===== src/hdl/i2cbb_pkg.sv =====
// ----------------------------------------------------------------------------
// I2C bit-bang master package
// Shared types, command codes and phase-count helpers for the sequencer.
// ----------------------------------------------------------------------------
package i2cbb_pkg;

   localparam int BITS_PER_BYTE = 8;
   localparam int PHASE_W       = 5;
   localparam int LOOP_PHASES   = 3 * BITS_PER_BYTE;
   localparam logic [7:0] TIMEOUT_RESET = 8'd250;

   typedef enum logic [2:0] {
      CMD_START = 3'd0,
      CMD_STOP  = 3'd1,
      CMD_WRITE = 3'd2,
      CMD_SEND  = 3'd3,
      CMD_READ  = 3'd4,
      CMD_WAIT  = 3'd5
   } cmd_type;

   typedef enum logic {
      ST_IDLE,
      ST_RUN
   } state_type;

   typedef struct packed {
      cmd_type    cmd;
      logic [7:0] data_byte;
      logic       send_ack;
      logic [8:0] sda_samples;
      logic       timeout;
   } entry_type;

   typedef struct packed {
      logic       scl_level;
      logic       sda_drive;
      logic       sda_level;
      logic [7:0] read_data;
      logic       ack_error;
      logic       last_phase;
   } phase_type;

   function automatic logic [PHASE_W-1:0] last_index(cmd_type c, logic timeout);
      logic [PHASE_W-1:0] r;
      case (c)
         CMD_START: r = PHASE_W'(3);
         CMD_STOP:  r = PHASE_W'(3);
         CMD_WRITE: r = PHASE_W'(LOOP_PHASES + 3);
         CMD_SEND:  r = PHASE_W'(LOOP_PHASES);
         CMD_READ:  r = PHASE_W'(2 * BITS_PER_BYTE + 4);
         CMD_WAIT:  r = timeout ? PHASE_W'(6) : PHASE_W'(3);
         default:   r = PHASE_W'(3);
      endcase
      return r;
   endfunction

endpackage


===== src/hdl/i2c_bit_bang_master.sv =====
// ----------------------------------------------------------------------------
// I2C bit-bang master sequencer
// Turns I2C commands into a stream of SCL/SDA pin phases.
// ----------------------------------------------------------------------------
// Commands enter on the req_ queue port: an item is taken when req_push is
// high and req_full is low. Unknown command codes are taken and dropped.
// Each command yields its run of pin phases on the rsp_ queue port, one item
// per line change: start 4, stop 4, write 28, send 25, read 21, and wait-ack
// 4, or 7 on a timeout. The last item of a run carries rsp_last_phase, the
// received byte and the acknowledge error flag.
// The sequencer emits one phase per cycle while the result queue has room, and
// loads the next queued command together with the last phase of the previous
// one. When the block is idle, a taken command passes through the command
// queue and the sequencer's entry register before its first phase is queued.
// A command queue decouples the input from the sequencer and a result queue
// decouples the sequencer from the receiver. When the receiver stops popping,
// the sequencer holds, then the command queue fills and req_full rises.
// The timeout limit is written through csr_wr_en and csr_wr_data; the user must
// write it only while idle, which the block itself does not enforce. Reset empties
// both queues, sets the limit to 250 and returns both latched lines high.
// ----------------------------------------------------------------------------
module i2c_bit_bang_master
   import i2cbb_pkg::*;
#(
   parameter int CMD_QUEUE_DEPTH = 2,
   parameter int RSP_QUEUE_DEPTH = 2
) (
   input  logic       clock,
   input  logic       reset,
   input  logic       csr_wr_en,
   input  logic [7:0] csr_wr_data,
   input  logic       req_push,
   output logic       req_full,
   input  logic [2:0] req_command,
   input  logic [7:0] req_data_byte,
   input  logic       req_send_ack,
   input  logic [8:0] req_sda_samples,
   input  logic [7:0] req_sda_high_polls,
   output logic       rsp_empty,
   input  logic       rsp_pop,
   output logic       rsp_scl_level,
   output logic       rsp_sda_drive,
   output logic       rsp_sda_level,
   output logic [7:0] rsp_read_data,
   output logic       rsp_ack_error,
   output logic       rsp_last_phase
);

   entry_type cq_wr_data, cq_rd_data;
   logic      cq_push, cq_pop, cq_empty;
   phase_type oq_wr_data, oq_rd_data;
   logic      oq_push, oq_full;

   i2cbb_front u_front (
      .clock              (clock),
      .reset              (reset),
      .csr_wr_en          (csr_wr_en),
      .csr_wr_data        (csr_wr_data),
      .req_push           (req_push),
      .req_command        (req_command),
      .req_data_byte      (req_data_byte),
      .req_send_ack       (req_send_ack),
      .req_sda_samples    (req_sda_samples),
      .req_sda_high_polls (req_sda_high_polls),
      .queue_full         (req_full),
      .queue_push         (cq_push),
      .queue_data         (cq_wr_data)
   );

   i2cbb_fifo #(
      .WIDTH ($bits(entry_type)),
      .DEPTH (CMD_QUEUE_DEPTH)
   ) u_cmd_queue (
      .clock     (clock),
      .reset     (reset),
      .push      (cq_push),
      .push_data (cq_wr_data),
      .full      (req_full),
      .pop       (cq_pop),
      .pop_data  (cq_rd_data),
      .empty     (cq_empty)
   );

   i2cbb_back u_back (
      .clock    (clock),
      .reset    (reset),
      .cq_empty (cq_empty),
      .cq_data  (cq_rd_data),
      .cq_pop   (cq_pop),
      .oq_full  (oq_full),
      .oq_push  (oq_push),
      .oq_data  (oq_wr_data)
   );

   i2cbb_fifo #(
      .WIDTH ($bits(phase_type)),
      .DEPTH (RSP_QUEUE_DEPTH)
   ) u_rsp_queue (
      .clock     (clock),
      .reset     (reset),
      .push      (oq_push),
      .push_data (oq_wr_data),
      .full      (oq_full),
      .pop       (rsp_pop),
      .pop_data  (oq_rd_data),
      .empty     (rsp_empty)
   );

   assign rsp_scl_level  = oq_rd_data.scl_level;
   assign rsp_sda_drive  = oq_rd_data.sda_drive;
   assign rsp_sda_level  = oq_rd_data.sda_level;
   assign rsp_read_data  = oq_rd_data.read_data;
   assign rsp_ack_error  = oq_rd_data.ack_error;
   assign rsp_last_phase = oq_rd_data.last_phase;

   assert property (@(posedge clock) disable iff (reset)
      (!rsp_empty && !rsp_sda_drive) |-> !rsp_sda_level)
      else $error("SDA level shown while SDA is released");

   assert property (@(posedge clock) disable iff (reset)
      (!rsp_empty && !rsp_last_phase) |-> (rsp_read_data == 8'd0 && !rsp_ack_error))
      else $error("Read data or error flag outside the last phase");

   assert property (@(posedge clock)
      $past(reset) |-> (rsp_empty && !req_full))
      else $error("Queues not empty after reset");

   assert property (@(posedge clock) disable iff (reset)
      (cq_push && cq_empty) |=> !cq_empty)
      else $error("Queued command lost before the sequencer took it");

endmodule


===== src/hdl/i2cbb_fifo.sv =====
// ----------------------------------------------------------------------------
// I2C bit-bang small queue
// Register-based first-in first-out queue with push/full and pop/empty.
// ----------------------------------------------------------------------------
module i2cbb_fifo #(
   parameter int WIDTH = 8,
   parameter int DEPTH = 2
) (
   input  logic             clock,
   input  logic             reset,
   input  logic             push,
   input  logic [WIDTH-1:0] push_data,
   output logic             full,
   input  logic             pop,
   output logic [WIDTH-1:0] pop_data,
   output logic             empty
);

   localparam int PTR_W = (DEPTH > 1) ? $clog2(DEPTH) : 1;
   localparam int CNT_W = $clog2(DEPTH + 1);

   logic [WIDTH-1:0] mem_ff [DEPTH];
   logic [PTR_W-1:0] wr_ptr_ff, wr_ptr_in;
   logic [PTR_W-1:0] rd_ptr_ff, rd_ptr_in;
   logic [CNT_W-1:0] count_ff, count_in;
   logic             do_push, do_pop;

   assign full     = (count_ff == CNT_W'(DEPTH));
   assign empty    = (count_ff == '0);
   assign do_push  = push && !full;
   assign do_pop   = pop && !empty;
   assign pop_data = mem_ff[rd_ptr_ff];

   always_comb begin
      wr_ptr_in = wr_ptr_ff;
      rd_ptr_in = rd_ptr_ff;
      count_in  = count_ff;
      if (do_push) begin
         wr_ptr_in = (wr_ptr_ff == PTR_W'(DEPTH - 1)) ? '0 : wr_ptr_ff + 1'b1;
      end
      if (do_pop) begin
         rd_ptr_in = (rd_ptr_ff == PTR_W'(DEPTH - 1)) ? '0 : rd_ptr_ff + 1'b1;
      end
      if (do_push && !do_pop) begin
         count_in = count_ff + 1'b1;
      end else if (do_pop && !do_push) begin
         count_in = count_ff - 1'b1;
      end
   end

   always_ff @(posedge clock) begin
      if (reset) begin
         wr_ptr_ff <= '0;
         rd_ptr_ff <= '0;
         count_ff  <= '0;
      end else begin
         wr_ptr_ff <= wr_ptr_in;
         rd_ptr_ff <= rd_ptr_in;
         count_ff  <= count_in;
      end
   end

   always_ff @(posedge clock) begin
      if (do_push) begin
         mem_ff[wr_ptr_ff] <= push_data;
      end
   end

endmodule


===== src/hdl/i2cbb_front.sv =====
// ----------------------------------------------------------------------------
// I2C bit-bang front end
// Holds the timeout limit, drops unknown commands and resolves the wait-ack
// timeout before an item is queued for the sequencer.
// ----------------------------------------------------------------------------
module i2cbb_front
   import i2cbb_pkg::*;
(
   input  logic       clock,
   input  logic       reset,
   input  logic       csr_wr_en,
   input  logic [7:0] csr_wr_data,
   input  logic       req_push,
   input  logic [2:0] req_command,
   input  logic [7:0] req_data_byte,
   input  logic       req_send_ack,
   input  logic [8:0] req_sda_samples,
   input  logic [7:0] req_sda_high_polls,
   input  logic       queue_full,
   output logic       queue_push,
   output entry_type  queue_data
);

   logic [7:0] limit_ff, limit_in;
   logic       known;

   assign limit_in = csr_wr_en ? csr_wr_data : limit_ff;

   always_ff @(posedge clock) begin
      if (reset) begin
         limit_ff <= TIMEOUT_RESET;
      end else begin
         limit_ff <= limit_in;
      end
   end

   always_comb begin
      case (req_command)
         CMD_START, CMD_STOP, CMD_WRITE, CMD_SEND, CMD_READ, CMD_WAIT: known = 1'b1;
         default: known = 1'b0;
      endcase
   end

   assign queue_push             = req_push && !queue_full && known;
   assign queue_data.cmd         = cmd_type'(req_command);
   assign queue_data.data_byte   = req_data_byte;
   assign queue_data.send_ack    = req_send_ack;
   assign queue_data.sda_samples = req_sda_samples;
   assign queue_data.timeout     = (req_sda_high_polls > limit_ff);

endmodule


===== src/hdl/i2cbb_back.sv =====
// ----------------------------------------------------------------------------
// I2C bit-bang back end
// Steps through the pin phases of each queued command, one phase per cycle while
// the result queue has room, and keeps the latched SCL and SDA line levels.
// ----------------------------------------------------------------------------
module i2cbb_back
   import i2cbb_pkg::*;
(
   input  logic      clock,
   input  logic      reset,
   input  logic      cq_empty,
   input  entry_type cq_data,
   output logic      cq_pop,
   input  logic      oq_full,
   output logic      oq_push,
   output phase_type oq_data
);

   state_type          state_ff, state_in;
   entry_type          entry_ff;
   logic [PHASE_W-1:0] phase_ff, phase_in;
   logic [1:0]         step_ff, step_in;
   logic [7:0]         byte_ff, byte_in;
   logic               scl_ff, scl_in;
   logic               sda_ff, sda_in;

   logic upd_scl, scl_val, upd_sda, sda_val, drv;
   logic emit, is_last, in_loop, load;

   assign is_last = (phase_ff == last_index(entry_ff.cmd, entry_ff.timeout));
   assign in_loop = ((entry_ff.cmd == CMD_WRITE) && (phase_ff < PHASE_W'(LOOP_PHASES)))
                 || ((entry_ff.cmd == CMD_SEND) && (phase_ff != '0)
                     && (phase_ff <= PHASE_W'(LOOP_PHASES)));

   always_comb begin
      state_in = state_ff;
      case (state_ff)
         ST_IDLE: begin
            if (!cq_empty) begin
               state_in = ST_RUN;
            end
         end
         ST_RUN: begin
            if (emit && is_last && cq_empty) begin
               state_in = ST_IDLE;
            end
         end
         default: state_in = ST_IDLE;
      endcase
   end

   always_comb begin
      emit = 1'b0;
      load = 1'b0;
      case (state_ff)
         ST_IDLE: load = !cq_empty;
         ST_RUN: begin
            emit = !oq_full;
            load = !oq_full && is_last && !cq_empty;
         end
         default: begin
            emit = 1'b0;
            load = 1'b0;
         end
      endcase
   end

   assign cq_pop  = load;
   assign oq_push = emit;

   always_comb begin
      upd_scl = 1'b0;
      scl_val = 1'b0;
      upd_sda = 1'b0;
      sda_val = 1'b0;
      drv     = 1'b1;
      if (in_loop) begin
         case (step_ff)
            2'd0: begin
               upd_sda = 1'b1;
               sda_val = byte_ff[7];
            end
            2'd1: begin
               upd_scl = 1'b1;
               scl_val = 1'b1;
            end
            default: begin
               upd_scl = 1'b1;
               scl_val = 1'b0;
            end
         endcase
      end else begin
         case (entry_ff.cmd)
            CMD_START: begin
               upd_scl = phase_ff[0];
               scl_val = !phase_ff[1];
               upd_sda = !phase_ff[0];
               sda_val = !phase_ff[1];
            end
            CMD_STOP: begin
               upd_scl = !phase_ff[0];
               scl_val = phase_ff[1];
               upd_sda = phase_ff[0];
               sda_val = phase_ff[1];
            end
            CMD_WRITE: begin
               if (phase_ff == PHASE_W'(LOOP_PHASES + 3)) begin
                  upd_sda = 1'b1;
                  sda_val = 1'b1;
               end else begin
                  drv     = 1'b0;
                  upd_scl = (phase_ff != PHASE_W'(LOOP_PHASES));
                  scl_val = (phase_ff == PHASE_W'(LOOP_PHASES + 1));
               end
            end
            CMD_SEND: begin
               upd_scl = 1'b1;
               scl_val = 1'b0;
            end
            CMD_READ: begin
               if (phase_ff == '0) begin
                  drv = 1'b0;
               end else if (phase_ff <= PHASE_W'(2 * BITS_PER_BYTE + 1)) begin
                  drv     = 1'b0;
                  upd_scl = 1'b1;
                  scl_val = !phase_ff[0];
               end else if (phase_ff == PHASE_W'(2 * BITS_PER_BYTE + 2)) begin
                  upd_sda = 1'b1;
                  sda_val = !entry_ff.send_ack;
               end else begin
                  upd_scl = 1'b1;
                  scl_val = (phase_ff == PHASE_W'(2 * BITS_PER_BYTE + 3));
               end
            end
            CMD_WAIT: begin
               case (phase_ff)
                  PHASE_W'(0): begin
                     upd_sda = 1'b1;
                     sda_val = 1'b1;
                  end
                  PHASE_W'(1): begin
                     upd_scl = 1'b1;
                     scl_val = 1'b1;
                  end
                  PHASE_W'(2): drv = 1'b0;
                  PHASE_W'(3): begin
                     drv     = entry_ff.timeout;
                     upd_scl = 1'b1;
                     scl_val = 1'b0;
                  end
                  PHASE_W'(5): begin
                     upd_scl = 1'b1;
                     scl_val = 1'b1;
                  end
                  default: begin
                     upd_sda = 1'b1;
                     sda_val = (phase_ff == PHASE_W'(6));
                  end
               endcase
            end
            default: drv = 1'b1;
         endcase
      end
   end

   assign scl_in = (emit && upd_scl) ? scl_val : scl_ff;
   assign sda_in = (emit && upd_sda) ? sda_val : sda_ff;

   always_comb begin
      oq_data.scl_level  = upd_scl ? scl_val : scl_ff;
      oq_data.sda_drive  = drv;
      oq_data.sda_level  = drv && (upd_sda ? sda_val : sda_ff);
      oq_data.read_data  = '0;
      oq_data.ack_error  = 1'b0;
      oq_data.last_phase = is_last;
      if (is_last) begin
         case (entry_ff.cmd)
            CMD_READ:  oq_data.read_data = entry_ff.sda_samples[8:1];
            CMD_WRITE: oq_data.ack_error = entry_ff.sda_samples[0];
            CMD_WAIT:  oq_data.ack_error = entry_ff.timeout;
            default:   oq_data.ack_error = 1'b0;
         endcase
      end
   end

   always_comb begin
      phase_in = phase_ff;
      step_in  = step_ff;
      byte_in  = byte_ff;
      if (load) begin
         phase_in = '0;
         step_in  = '0;
         byte_in  = cq_data.data_byte;
      end else if (emit) begin
         phase_in = phase_ff + 1'b1;
         if (in_loop) begin
            step_in = (step_ff == 2'd2) ? 2'd0 : step_ff + 1'b1;
            if (step_ff == 2'd2) begin
               byte_in = {byte_ff[6:0], 1'b0};
            end
         end
      end
   end

   always_ff @(posedge clock) begin
      if (reset) begin
         state_ff <= ST_IDLE;
         scl_ff   <= 1'b1;
         sda_ff   <= 1'b1;
         phase_ff <= '0;
         step_ff  <= '0;
      end else begin
         state_ff <= state_in;
         scl_ff   <= scl_in;
         sda_ff   <= sda_in;
         phase_ff <= phase_in;
         step_ff  <= step_in;
      end
   end

   always_ff @(posedge clock) begin
      byte_ff <= byte_in;
      if (load) begin
         entry_ff <= cq_data;
      end
   end

endmodule


===== config.mk =====
export PLATFORM = sky130hd
export DESIGN_NAME = i2c_bit_bang_master
export DESIGN_NICKNAME = d
export VERILOG_FILES = /design/src/hdl/i2cbb_pkg.sv /design/src/hdl/i2c_bit_bang_master.sv /design/src/hdl/i2cbb_fifo.sv /design/src/hdl/i2cbb_front.sv /design/src/hdl/i2cbb_back.sv
export SDC_FILE = /design/constraint.sdc
export NUM_CORES = 1
export LEC_CHECK = 0
export BUFFER_PORTS_ARGS = -buffer_cell sky130_fd_sc_hd__buf_2
export CAP_MARGIN = 20
export CORE_MARGIN = 2
export CORE_UTILIZATION = 25
export CTS_CLUSTER_DIAMETER = 100
export DETAILED_ROUTE_END_ITERATION = 16
export HOLD_SLACK_MARGIN = 0.02
export PLACE_DENSITY = 0.41
export SYNTH_ARGS = -nofsm -noshare
export SYNTH_HDL_FRONTEND = slang
export SYNTH_HIERARCHICAL = 1
export SYNTH_SLANG_ARGS = --single-unit

===== constraint.sdc =====
create_clock -name clock -period 2.65 [get_ports clock]
set_input_delay 0.53 -clock clock [delete_from_list [all_inputs] [get_ports clock]]
set_output_delay 0.53 -clock clock [all_outputs]
set_load 0.01 [all_outputs]

Yosys cells after proc, flatten, opt, wreduce, memory -nomap -nowiden
Memories as Yosys holds them, arrays and structs flattened. A register that Yosys moved wholly into a read port is not among the register bits.
Cells that the tools add are included.
{"block": "word_totals", "reg_bits": 48, "mem_bits_rw": 70, "input_bits": 42, "wordCells": 180, "mem_count": 2}
{"memory": "u_cmd_queue.mem_ff", "words": 2, "width": 22, "rd": 1, "rd_ports_with_merged_regs": 1, "write_ports": 1, "line": "i2cbb_fifo.sv:22", "rtl": "logic [WIDTH-1:0] mem_ff [DEPTH];"}
{"memory": "u_rsp_queue.mem_ff", "words": 2, "width": 13, "rd": 1, "rd_ports_with_merged_regs": 1, "write_ports": 1, "line": "i2cbb_fifo.sv:22"}
{"block": "classes", "addsub": 10, "n_lt_le_gt_ge": 4, "eq_ne": 25, "muxes": 70, "bitwise_logic": 1, "reduce_logical": 51}
{"operator": "1-bit 2-to-1 mux", "n": 47}
{"operator": "8-bit 2-to-1 mux", "n": 5}
{"operator": "5-bit equality test, second input constant", "n": 4}
{"operator": "1-bit logical AND", "n": 20}
{"operator": "5-bit one-hot mux with 4 select lines", "n": 1}
{"operator": "1-bit one-hot mux with 5 select lines", "n": 3}
{"operator": "3-bit by 2-bit equality test with 1-bit output, second input constant", "n": 4}
{"operator": "3-bit equality test, second input constant", "n": 4}
{"operator": "1-bit logical NOT", "n": 11}
{"operator": "5-bit by 2-bit equality test with 1-bit output, second input constant", "n": 2}
{"operator": "5-bit by 3-bit equality test with 1-bit output, second input constant", "n": 2}
{"operator": "5-bit <= comparator, second input constant", "n": 2}
{"operator": "2-bit 2-to-1 mux", "n": 5}
{"operator": "1-bit one-hot mux with 2 select lines", "n": 5}
{"operator": "2-bit nonzero test", "n": 5}
{"operator": "9-bit 2-to-1 mux", "n": 1}
{"operator": "8-bit greater-than comparator", "n": 1}
{"operator": "2-bit by 1-bit adder with 2-bit output, second input constant", "n": 3}
{"operator": "2-bit equality test, second input constant", "n": 3}
{"operator": "3-bit by 1-bit equality test with 1-bit output, second input constant", "n": 2}
{"operator": "2-bit logical NOT", "n": 3}
{"operator": "3-bit logical NOT", "n": 2}
{"operator": "1-bit one-hot mux with 6 select lines", "n": 1}
{"operator": "6-bit OR reduction", "n": 1}
{"operator": "other kinds (19)", "n": 24}

Longest topological paths before layout
Gate-level depths: netlist of the first run.
{"block": "logic_depth", "ltp_word": 10, "mapped_depth": 12, "depth_no_buf": 10}

By module
The synthesis of the first run kept the hierarchy.
{"module": "i2cbb_back", "n_inst": 1, "cells_each": 194, "area_per_inst_um2": 1955.6}
{"module": "i2cbb_fifo at u_cmd_queue", "n_inst": 1, "cells_each": 93, "area_per_inst_um2": 1796.7}
{"module": "i2cbb_fifo at u_rsp_queue", "n_inst": 1, "cells_each": 65, "area_per_inst_um2": 1149.9}
{"module": "i2cbb_front", "n_inst": 1, "cells_each": 77, "area_per_inst_um2": 646.9}

Least setup slack after synthesis of the first run
Ideal clock, no wire load.
{"block": "synth_path", "path_type": "register -> register", "from": "register u_back/entry_ff[19] (netlist name)", "to": "register u_cmd_queue.count_ff[1]", "setup_time_ps": 70, "t_arrival_ps": 2864, "required_time_ps": 2580, "slack_ps": -284, "path_stages_with_launch": 11, "period_less_slack_ps": 2934, "cell_sequence": "edfxtp_1 -> or3b_1 -> a21o_1 -> a22oi_1 -> a41o_1 -> buf_2 -> buf_2 -> o21ai_0 -> ha_1 -> or3_1 -> a21oi_1"}
{"block": "synth_between", "elab_chain_len": 10, "word_cells_on_any_way": 15, "cone_classes": "eq/ne (5); mux (3); reduce/logical (7)"}
{"item": "from (decl)", "line": "i2cbb_back.sv:20", "rtl": "entry_type entry_ff;"}
{"item": "from (signal assigned)", "line": "i2cbb_back.sv:224", "rtl": "entry_ff <= cq_data;"}
{"item": "3-bit equality test or 3-bit by 2-bit equality test with 1-bit output (tied branches)", "line": "i2cbb_pkg.sv:45", "rtl": "case (c)"}
{"item": "5-bit one-hot mux with 4 select lines *", "line": "i2cbb_pkg.sv:45"}
{"item": "5-bit equality test *", "line": "i2cbb_back.sv:30", "rtl": "assign is_last = (phase_ff == last_index(entry_ff.cmd, entry_ff.timeout));"}
{"item": "1-bit logical AND * (2 in series)", "line": "i2cbb_back.sv:59", "rtl": "load = !oq_full && is_last && !cq_empty;"}
{"item": "1-bit one-hot mux with 2 select lines *", "line": "i2cbb_back.sv:55", "rtl": "case (state_ff)"}
{"item": "net cq_pop", "line": "i2c_bit_bang_master.sv:50", "rtl": "logic cq_push, cq_pop, cq_empty;"}
{"item": "1-bit logical AND *", "line": "i2cbb_fifo.sv:31", "rtl": "assign do_pop = pop && !empty;"}
{"item": "1-bit logical NOT", "line": "i2cbb_fifo.sv:44", "rtl": "if (do_push && !do_pop) begin"}
{"item": "1-bit logical AND", "line": "i2cbb_fifo.sv:44"}
{"item": "2-bit 2-to-1 mux or 2-bit nonzero test (tied branches)"}
{"item": "to (signal assigned)", "line": "i2cbb_fifo.sv:59", "rtl": "count_ff <= count_in;"}
{"item": "to (decl)", "line": "i2cbb_fifo.sv:25", "rtl": "logic [CNT_W-1:0] count_ff, count_in;"}
Mark *: on every way through the listed nets, which the timed path passes. The rest lies on a longest branch.
A chain may end at the register's enable or synchronous reset.

Worst setup path after layout of the first run
{"block": "layout_path", "from": "register u_back/entry_ff[20] (netlist name)", "to": "register u_cmd_queue.count_ff[1]"}
Same word-level chain as after synthesis.

==> results of run 1 <==
-- critical path, delay by kind of cell (launching register included) --
kind                     cells  cell delay, ns
AO/OA/AOI/OAI                5            0.89
flip-flops                   1            0.42
AND/OR/NAND/NOR              2            0.76
adder cells (fa/ha/maj)      1            0.33
-- cell usage after synthesis (2+ instances only) --
cell type / instances
xor2_1: 9
o31ai_1: 2
and3b_1: 3
ha_1: 14
clkbuf_1: 9
a21oi_1: 11
mux2_2: 35
nand4_1: 4
and2_1: 5
nor3b_1: 3
mux2i_1: 6
nand3b_1: 3
nor2b_1: 10
nor2b_2: 2
inv_1: 21
a221oi_1: 2
nand2b_1: 3
dfxtp_1: 28
nor2_1: 29
nand2_1: 13
or3_1: 4
mux2_1: 7
nand4b_1: 2
buf_4: 23
buf_2: 7
o211ai_1: 8
or2_2: 2
nor3_1: 8
a211oi_1: 2
and3_1: 10
o21ai_0: 9
edfxtp_1: 92
o22a_1: 2
xnor2_1: 3
-- worst min path at each step --
stage,slack [ns],cells past startpoint,to,from
final,0.31,1,u_cmd_queue/mem_ff[0][12],req_data_byte[1]
after global routing,0.28,1,u_cmd_queue/mem_ff[1][13],req_data_byte[2]
after CTS,0.28,1,u_cmd_queue/mem_ff[1][16],req_data_byte[5]
after detailed placement,0.48,2,u_front/limit_ff[1],u_front/limit_ff[1]
after global placement,0.47,2,u_rsp_queue/wr_ptr_ff,u_rsp_queue/wr_ptr_ff
after floorplan,0.45,2,u_cmd_queue/wr_ptr_ff,u_cmd_queue/wr_ptr_ff
-- placed cells by master (no fill, tap or decap), types with 4 or more instances in the layout --
cell type,netlist,routed
nand4_1,4,4
xor2_1,9,9
and2_1,5,5
buf_4,23,14
nor2b_1,10,10
buf_2,7,56
nor3_1,8,8
inv_1,21,21
mux2_2,35,35
nand2_1,13,13
edfxtp_1,92,92
a21oi_1,11,11
o211ai_1,8,8
and3_1,10,10
clkbuf_16,0,17
o21ai_0,9,8
mux2_1,7,7
dfxtp_1,28,27
mux2i_1,6,6
or3_1,4,4
nor2_1,29,29
ha_1,14,14
-- metrics by stage --
stage	power, W	instances
final	0.00741	773
after global routing	0.00785	773
after CTS	0.00751	773
after detailed placement	0.00506	741
after global placement	0.00503	741
after floorplan	0.00439	429
-- kinds of logic (layout without fill, tap and decap cells) --
| kind of cell | Yosys count | after routing |
|---|---|---|
| flops | 120 | 120 |
| simple gates | 112 | 112 |
| buf+inv | 63 | 127 |
| compound gates | 60 | 60 |
| mux | 48 | 48 |
| fa+ha+maj | 14 | 14 |
| xor+xnor | 12 | 12 |
-- sequential cells by signal (all words and copies together), names as in the netlist, 2 cells and up, named ones only --
register / flops
u_cmd_queue/mem_ff: 44
u_rsp_queue/mem_ff: 26
u_back/entry_ff: 14
u_back/byte_ff: 8
u_front/limit_ff: 8
u_back/phase_ff: 5
u_back/step_ff: 2
u_cmd_queue/count_ff: 2
u_rsp_queue/count_ff: 2
-- where the power goes --
part / internal (W) / leakage, nW / switching (W)
Clock: 0.00154 / 0.300 / 0.000857
Combinational: 0.000976 / 1.13 / 0.00117
Sequential: 0.00264 / 1.08 / 0.000233
Total: 0.00515 / 2.52 / 0.00226
-- metal layers --
| layer | vias up | wire (microns) | track usage |
|---|---|---|---|
| met5 | - | 0 | 0 |
| met4 | 0 | 229 | 0.0432 |
| met3 | 18 | 471 | 0.0309 |
| met2 | 66 | 5350 | 0.161 |
| met1 | 1610 | 5410 | 0.126 |
| li1 | 1674 | - | - |
-- area by class of cell --
cell class / count / share of cell area
Clock buffer: 19 / 0.0673
Clock inverter: 13 / 0.0249
Inverter: 22 / 0.0123
Multi-Input combinational cell: 246 / 0.283
Sequential cell: 120 / 0.494
Tap cell: 280 / 0.0521
Timing Repair Buffer: 73 / 0.0662
==> metrics.md, run 1 <==
| Metric | Value |
|---|---|
| Crit path cell chain | `or3b_4 > a21o_1 > a22oi_1 > a41o_1 > o21ai_1 > ha_1 > or3_1 > a21oi_1` |
| CTS tree | `built` |
| Power Dens Cells | `1100 mW/mm^2` |
| Status | `finished, final reports clean` |
| Worst Slack Setup Final | `0.172 ns` |
| 1st-pass router iterations | `4` |
| Setup-failing EPs final | `0` |
| Post-Layout Inst Area | `0.00673 sq mm` |
| Synth Area in XOR/XNOR | `0.0189` |
| Compound-Gate Fraction of Synth Area | `0.0789` |
| Critical path endpoint | `u_cmd_queue/count_ff[1]` |
| Mapped Nets | `485` |
| Root Driver | `clkbuf_16` |
| Detail Route Antenna Nets | `0` |
| Post-synth EDFFs | `92` |
| Final hold slack | `0.306 ns` |
| Die area | `0.0234 sq mm` |
| Post-Synthesis Cells | `429` |
| DRC errors left | `0` |
| Final core utilization | `0.308` |
| Chip Width | `153 microns` |
| Worst vdd ir | `0.500 mV` |
| Clock-pin transition on the worst setup and hold timing paths | `0.06 ns` |
| Routed WL | `11500 microns` |
| Achievable Freq | `0.404 GHz` |
| Avg WL per Cell | `14.8 microns` |
| Startpoint types | `flip-flop` |
| H-Tree Depth | `4` |
| Critical R2R Launch | `u_back/entry_ff[20]` |
| Area grow syn2layout | `21.2%` |
| FF-to-FF path depth | `8` |
| Max Fanout on Critical Path | `3` |
| Fin crit share | `0.935` |
| Post-synth top area share | `0.498` |
| # port buffers | `56` |
| Total Routing Usage GR | `0.101` |
| Core ar. | `0.0218 sq mm` |
| Crit Reg-Reg Endpoint | `u_cmd_queue/count_ff[1]` |
| Via count | `3368` |
| Final Hold Viols | `0` |
| Starting Density | `0.254` |
| Synth top area cells | `edfxtp_1 50%, dfxtp_1 10%, mux2_2 7.1%` |
| Critical-path top delay cell | `edfxtp_1` |
| Die Ht | `153 microns` |
| WP data required | `2.98 ns` |
| First-pass GRT wire length | `18100 microns` |
| Initial antenna violation count | `0` |
| Max_cap viols | `0` |
| Multi-input gate area | `0.00190 sq mm` |
| CTS Hold Bufs | `0` |
| Row cnt | `54` |
| Post-route minimum period | `2.48 ns` |
| Warnings from Yosys | `6` |
| Post-cts sizing count | `0` |
| Reg2reg setup slack | `0.17 ns` |
| Leak Pwr | `2.52 nW` |
| Pin count of the biggest net entering global routing | `31` |
| I/O pins | `57` |
| Fraction of synthesized area in multiplexers | `0.0961` |
| Num CTS Buffers | `17` |
| Hold crit path type | `input port to flip-flop` |
| Clk buf depth | `2` |
| WS Path Type | `flip-flop to flip-flop` |
| Storage cell area | `0.00332 sq mm` |
| Fin. max-slew vios | `0` |
| Mapped Area | `0.00555 sq mm` |
| Total grt overflow | `0` |
| Critical Path AT | `2.81 ns` |
| TNS Setup | `0 ns` |
| Final HPWL DP | `8050 microns` |
| Netlist cell types | `72` |
| CP endpoint kind | `flip-flop` |
| Vias in the first global route | `3503` |
| # clock sinks | `120` |
| Post-Synth Adder-Cell Area | `0.0316` |
| Syn Area/Cell | `12.9 sq um` |
| Worst setup path startpoint | `u_back/entry_ff[20]` |
| Relative slew margins | `0.587` |
| Via/cell ratio | `4.36` |
| Main combinational cell family by area after synthesis | `simple AND/OR/NAND/NOR gates` |
| Asr flop ratio synth | `0` |
| Register area share after synthesis | `0.599` |
| Slew @ Worst Pin | `0.619 ns` |
| Ant. Diodes | `0` |
| Post-Synth Simple-Gate Area | `0.116` |
| RSZ-0062 raised after global routing | `false` |
| DR iter-0 viols | `214` |
| Top FF cell, synth | `edfxtp_1` |
| Worst slack, placed | `0.110 ns` |
| Fillers | `2199` |
| Post-CTS Setup Inserts | `0` |
| #FFs+latches synth | `120` |
| Placed cell areas | `0.00609 sq mm` |
| Clock skew | `0.00964 ns` |
| Area leader, netlist | `edfxtp_1` |
| CP peak stage delay | `0.42 ns` |
| Layout Nets | `536` |
| Clock Latency Late Sink | `0.41 ns` |
| Share of layout cells above drive strength 1 | `0.308` |
| GPL Wtd Cong | `0.782` |
No activity file was read; power rests on OpenSTA's default activity.
==> run 2, diff against run 1 <==
==> constraint.sdc (replaced) <==
create_clock -name clock -period 2.65 [get_ports clock]
set_input_delay 0 -clock clock [delete_from_list [all_inputs] [get_ports clock]]
set_output_delay 0 -clock clock [all_outputs]
set_load 0.01 [all_outputs]
==> run 2 against run 1 <==
Register-to-register slack got worse by 0.03 ns. Worst hold slack got worse by 0.27 ns. Fmax decreased by 1.3%. Sequential share of layout area decreased by 2.6 points. Cell count increased by 5.8%. Final area increased by 5.5%. Critical path depth decreased by 1. Sequential power about the same. Critical path type unchanged. Global-route usage increased by 0.52 points. Via count increased by 6.9%. Power decreased by 1.6%.
==> metrics.md, run 2 (synthesis results as in run 1) <==
| Metric | Value |
|---|---|
| Fin crit share | `0.947 (was 0.935)` |
| Largest registers | `u_cmd_queue/mem_ff x44, u_rsp_queue/mem_ff x26, u_back/entry_ff x14 (unchanged)` |
| Status | `finished, final reports clean (unchanged)` |
| Via/cell ratio | `4.40 (was 4.36)` |
| TNS Setup | `0 ns (unchanged)` |
| Final hold slack | `0.0347 ns (was 0.306 ns)` |
| DR iter-0 viols | `197 (was 214)` |
| Final Hold Viols | `0 (unchanged)` |
| WS Path Type | `flip-flop to flip-flop (unchanged)` |
| Share of layout cells above drive strength 1 | `0.281 (was 0.308)` |
| Hold crit path type | `input port to flip-flop (unchanged)` |
| Biggest register | `u_cmd_queue/mem_ff (unchanged)` |
| Worst vdd ir | `0.462 mV (was 0.500 mV)` |
| Final HPWL DP | `8170 microns (was 8050 microns)` |
| Initial antenna violation count | `0 (unchanged)` |
| Crit path cell chain | `inv_1 > ha_1 > nor4bb_2 > or4b_1 > o221a_2 > a2111o_1 > o211a_1 (was or3b_4 > a21o_1 > a22oi_1 > a41o_1 > o21ai_1 > ha_1 > or3_1 > a21oi_1)` |
| Achievable Freq | `0.398 GHz (was 0.404 GHz)` |
| Chip Width | `153 microns (unchanged)` |
| 1st-pass router iterations | `4 (unchanged)` |
| Layout Nets | `581 (was 536)` |
| Die area | `0.0234 sq mm (unchanged)` |
| Clock Latency Late Sink | `0.42 ns (was 0.41 ns)` |
| Die Ht | `153 microns (unchanged)` |
| Starting Density | `0.254 (unchanged)` |
| Num CTS Buffers | `17 (unchanged)` |
| WP data required | `2.82 ns (was 2.98 ns)` |
| Area grow syn2layout | `27.9% (was 21.2%)` |
| Post-route minimum period | `2.51 ns (was 2.48 ns)` |
| Ant. Diodes | `0 (unchanged)` |
| P_int | `0.00503 W (was 0.00515 W)` |
| Commonest non-fill, non-tap cell in the layout | `edfxtp_1 (unchanged)` |
| Setup-failing EPs final | `0 (unchanged)` |
| DRC errors left | `0 (unchanged)` |
| Row cnt | `54 (unchanged)` |
| Post-route insts no fill | `818 (was 773)` |
| Max Fanout on Critical Path | `9 (was 3)` |
| Clk buf depth | `2 (unchanged)` |
| H-Tree Depth | `4 (unchanged)` |
| Multi-input gate area | `0.00190 sq mm (about the same)` |
| Sequential power share | `0.393 (was 0.388)` |
| Net Sw Power | `0.00226 W (about the same)` |
| Max reg flops | `44 (unchanged)` |
| # clock sinks | `120 (unchanged)` |
| Root Driver | `clkbuf_16 (unchanged)` |
| # port buffers | `56 (unchanged)` |
| First-pass GRT wire length | `19100 microns (was 18100 microns)` |
| Clock skew | `0.0171 ns (was 0.00964 ns)` |
| Critical Path AT | `2.68 ns (was 2.81 ns)` |
| Fillers | `2201 (was 2199)` |
| Vias in the first global route | `3727 (was 3503)` |
| Core ar. | `0.0218 sq mm (unchanged)` |
| CP peak stage delay | `0.51 ns (was 0.42 ns)` |
| Post-CTS Setup Inserts | `0 (unchanged)` |
| Storage cell area | `0.00332 sq mm (about the same)` |
| Detail Route Antenna Nets | `0 (unchanged)` |
| Critical-path top delay cell | `or4b_1 (was edfxtp_1)` |
| Placed insts | `743 (was 741)` |
| Fin. max-slew vios | `0 (unchanged)` |
| I/O pins | `57 (unchanged)` |
| Sw Share | `0.310 (was 0.305)` |
| Gate power share | `0.296 (was 0.289)` |
| CP endpoint kind | `flip-flop (unchanged)` |
| GPL Wtd Cong | `0.825 (was 0.782)` |
| Clock network fraction of design power | `0.312 (was 0.323)` |
| Power Dens Cells | `1030 mW/mm^2 (was 1100 mW/mm^2)` |
| Avg WL per Cell | `14.5 microns (was 14.8 microns)` |
| Via count | `3600 (was 3368)` |
| RSZ-0062 raised after global routing | `false (unchanged)` |
| Routed WL | `11800 microns (was 11500 microns)` |
| CTS tree | `built (unchanged)` |
| Pin count of the biggest net entering global routing | `26 (was 31)` |
| Leak Pwr | `2.65 nW (was 2.52 nW)` |
| Max_cap viols | `0 (unchanged)` |
| Relative slew margins | `0.572 (was 0.587)` |
| Startpoint types | `flip-flop (unchanged)` |
| Clock-pin transition on the worst setup and hold timing paths | `0.06 ns (about the same)` |
| Slew @ Worst Pin | `0.643 ns (was 0.619 ns)` |
| Most frequent cells in the layout | `92 x edfxtp_1, 56 x buf_2, 43 x dlygate4sd3_1 (was 92 x edfxtp_1, 56 x buf_2, 35 x mux2_2)` |
| Total grt overflow | `0 (unchanged)` |
| Total Routing Usage GR | `0.106 (was 0.101)` |
run 2: cell types whose count changed in the layout (fill, tap and decap cells not counted), moves of 3 or more:
| cell | delta |
|---|---|
| buf_12 | -3 |
| buf_4 | +5 |
| clkinv_4 | -3 |
| clkinvlp_4 | +3 |
| dlygate4sd3_1 | +43 |
run 2: worst paths after layout:
check | slack [ns] | cells after the start | start | to
hold / removal | 0.03 | 3 | csr_wr_en | u_front/limit_ff[2]
setup reg to reg | 0.14 | 7 | u_back/phase_ff[0] | u_rsp_queue/mem_ff[0][10]
setup / recovery | 0.14 | 7 | u_back/phase_ff[0] | u_rsp_queue/mem_ff[0][10]
hold reg to reg | 0.49 | 2 | u_rsp_queue/wr_ptr_ff | u_rsp_queue/wr_ptr_ff
run 2: layout make-up:
cell class,instances,share of cell area
sequential,120,0.468
clock buffer,18,0.0619
inverter,22,0.0116
multi-input combinational,246,0.268
clock inverter,14,0.0206
timing repair buffer,118,0.120
tap,280,0.0494
run 2: power groups by stage:
stage / Clock (W) / Sequential [W] / Combinational [W]
after floorplan: 0 / 0.00279 / 0.00160
after global placement: 0 / 0.00289 / 0.00210
after detailed placement: 0 / 0.00291 / 0.00212
after CTS: 0.00234 / 0.00288 / 0.00219
after global routing: 0.00243 / 0.00292 / 0.00240
final: 0.00227 / 0.00286 / 0.00216
run 2: layer usage:
metal,global-route usage,vias to the layer above,wire length [microns]
met4,0.0560,0,278
met5,0,-,0
met3,0.0289,20,404
met1,0.133,1724,5610
met2,0.166,83,5540
li1,-,1773,-
run 2: stage by stage:
| step | cell area (sq um) | util | setup WS, ns | total power [W] |
|---|---|---|---|---|
| floorplan | 5570 | - | 0.0106 | 0.00439 |
| global placement | 6070 | 0.278 | 0.170 | 0.00499 |
| detailed placement | 6070 | 0.278 | 0.134 | 0.00503 |
| CTS | 7090 | 0.325 | 0.115 | 0.00741 |
| global route | 7100 | 0.325 | 0.000878 | 0.00775 |
| finish | 7100 | 0.325 | 0.140 | 0.00728 |
run 2: critical path, delay by kind of cell (launching register included):
family          cells  cell delay [ns]
simple gates        2             0.83
compound gates      3             0.69
flops               1             0.41
fa+ha+maj           1             0.21
buf+inv             1             0.13
run 2: repair_timing:
action                                 CTS  global route
endpoints found under the hold margin   52             0
gates resized for setup                  0             2
setup endpoints to repair                0            10
hold buffers                            43             0
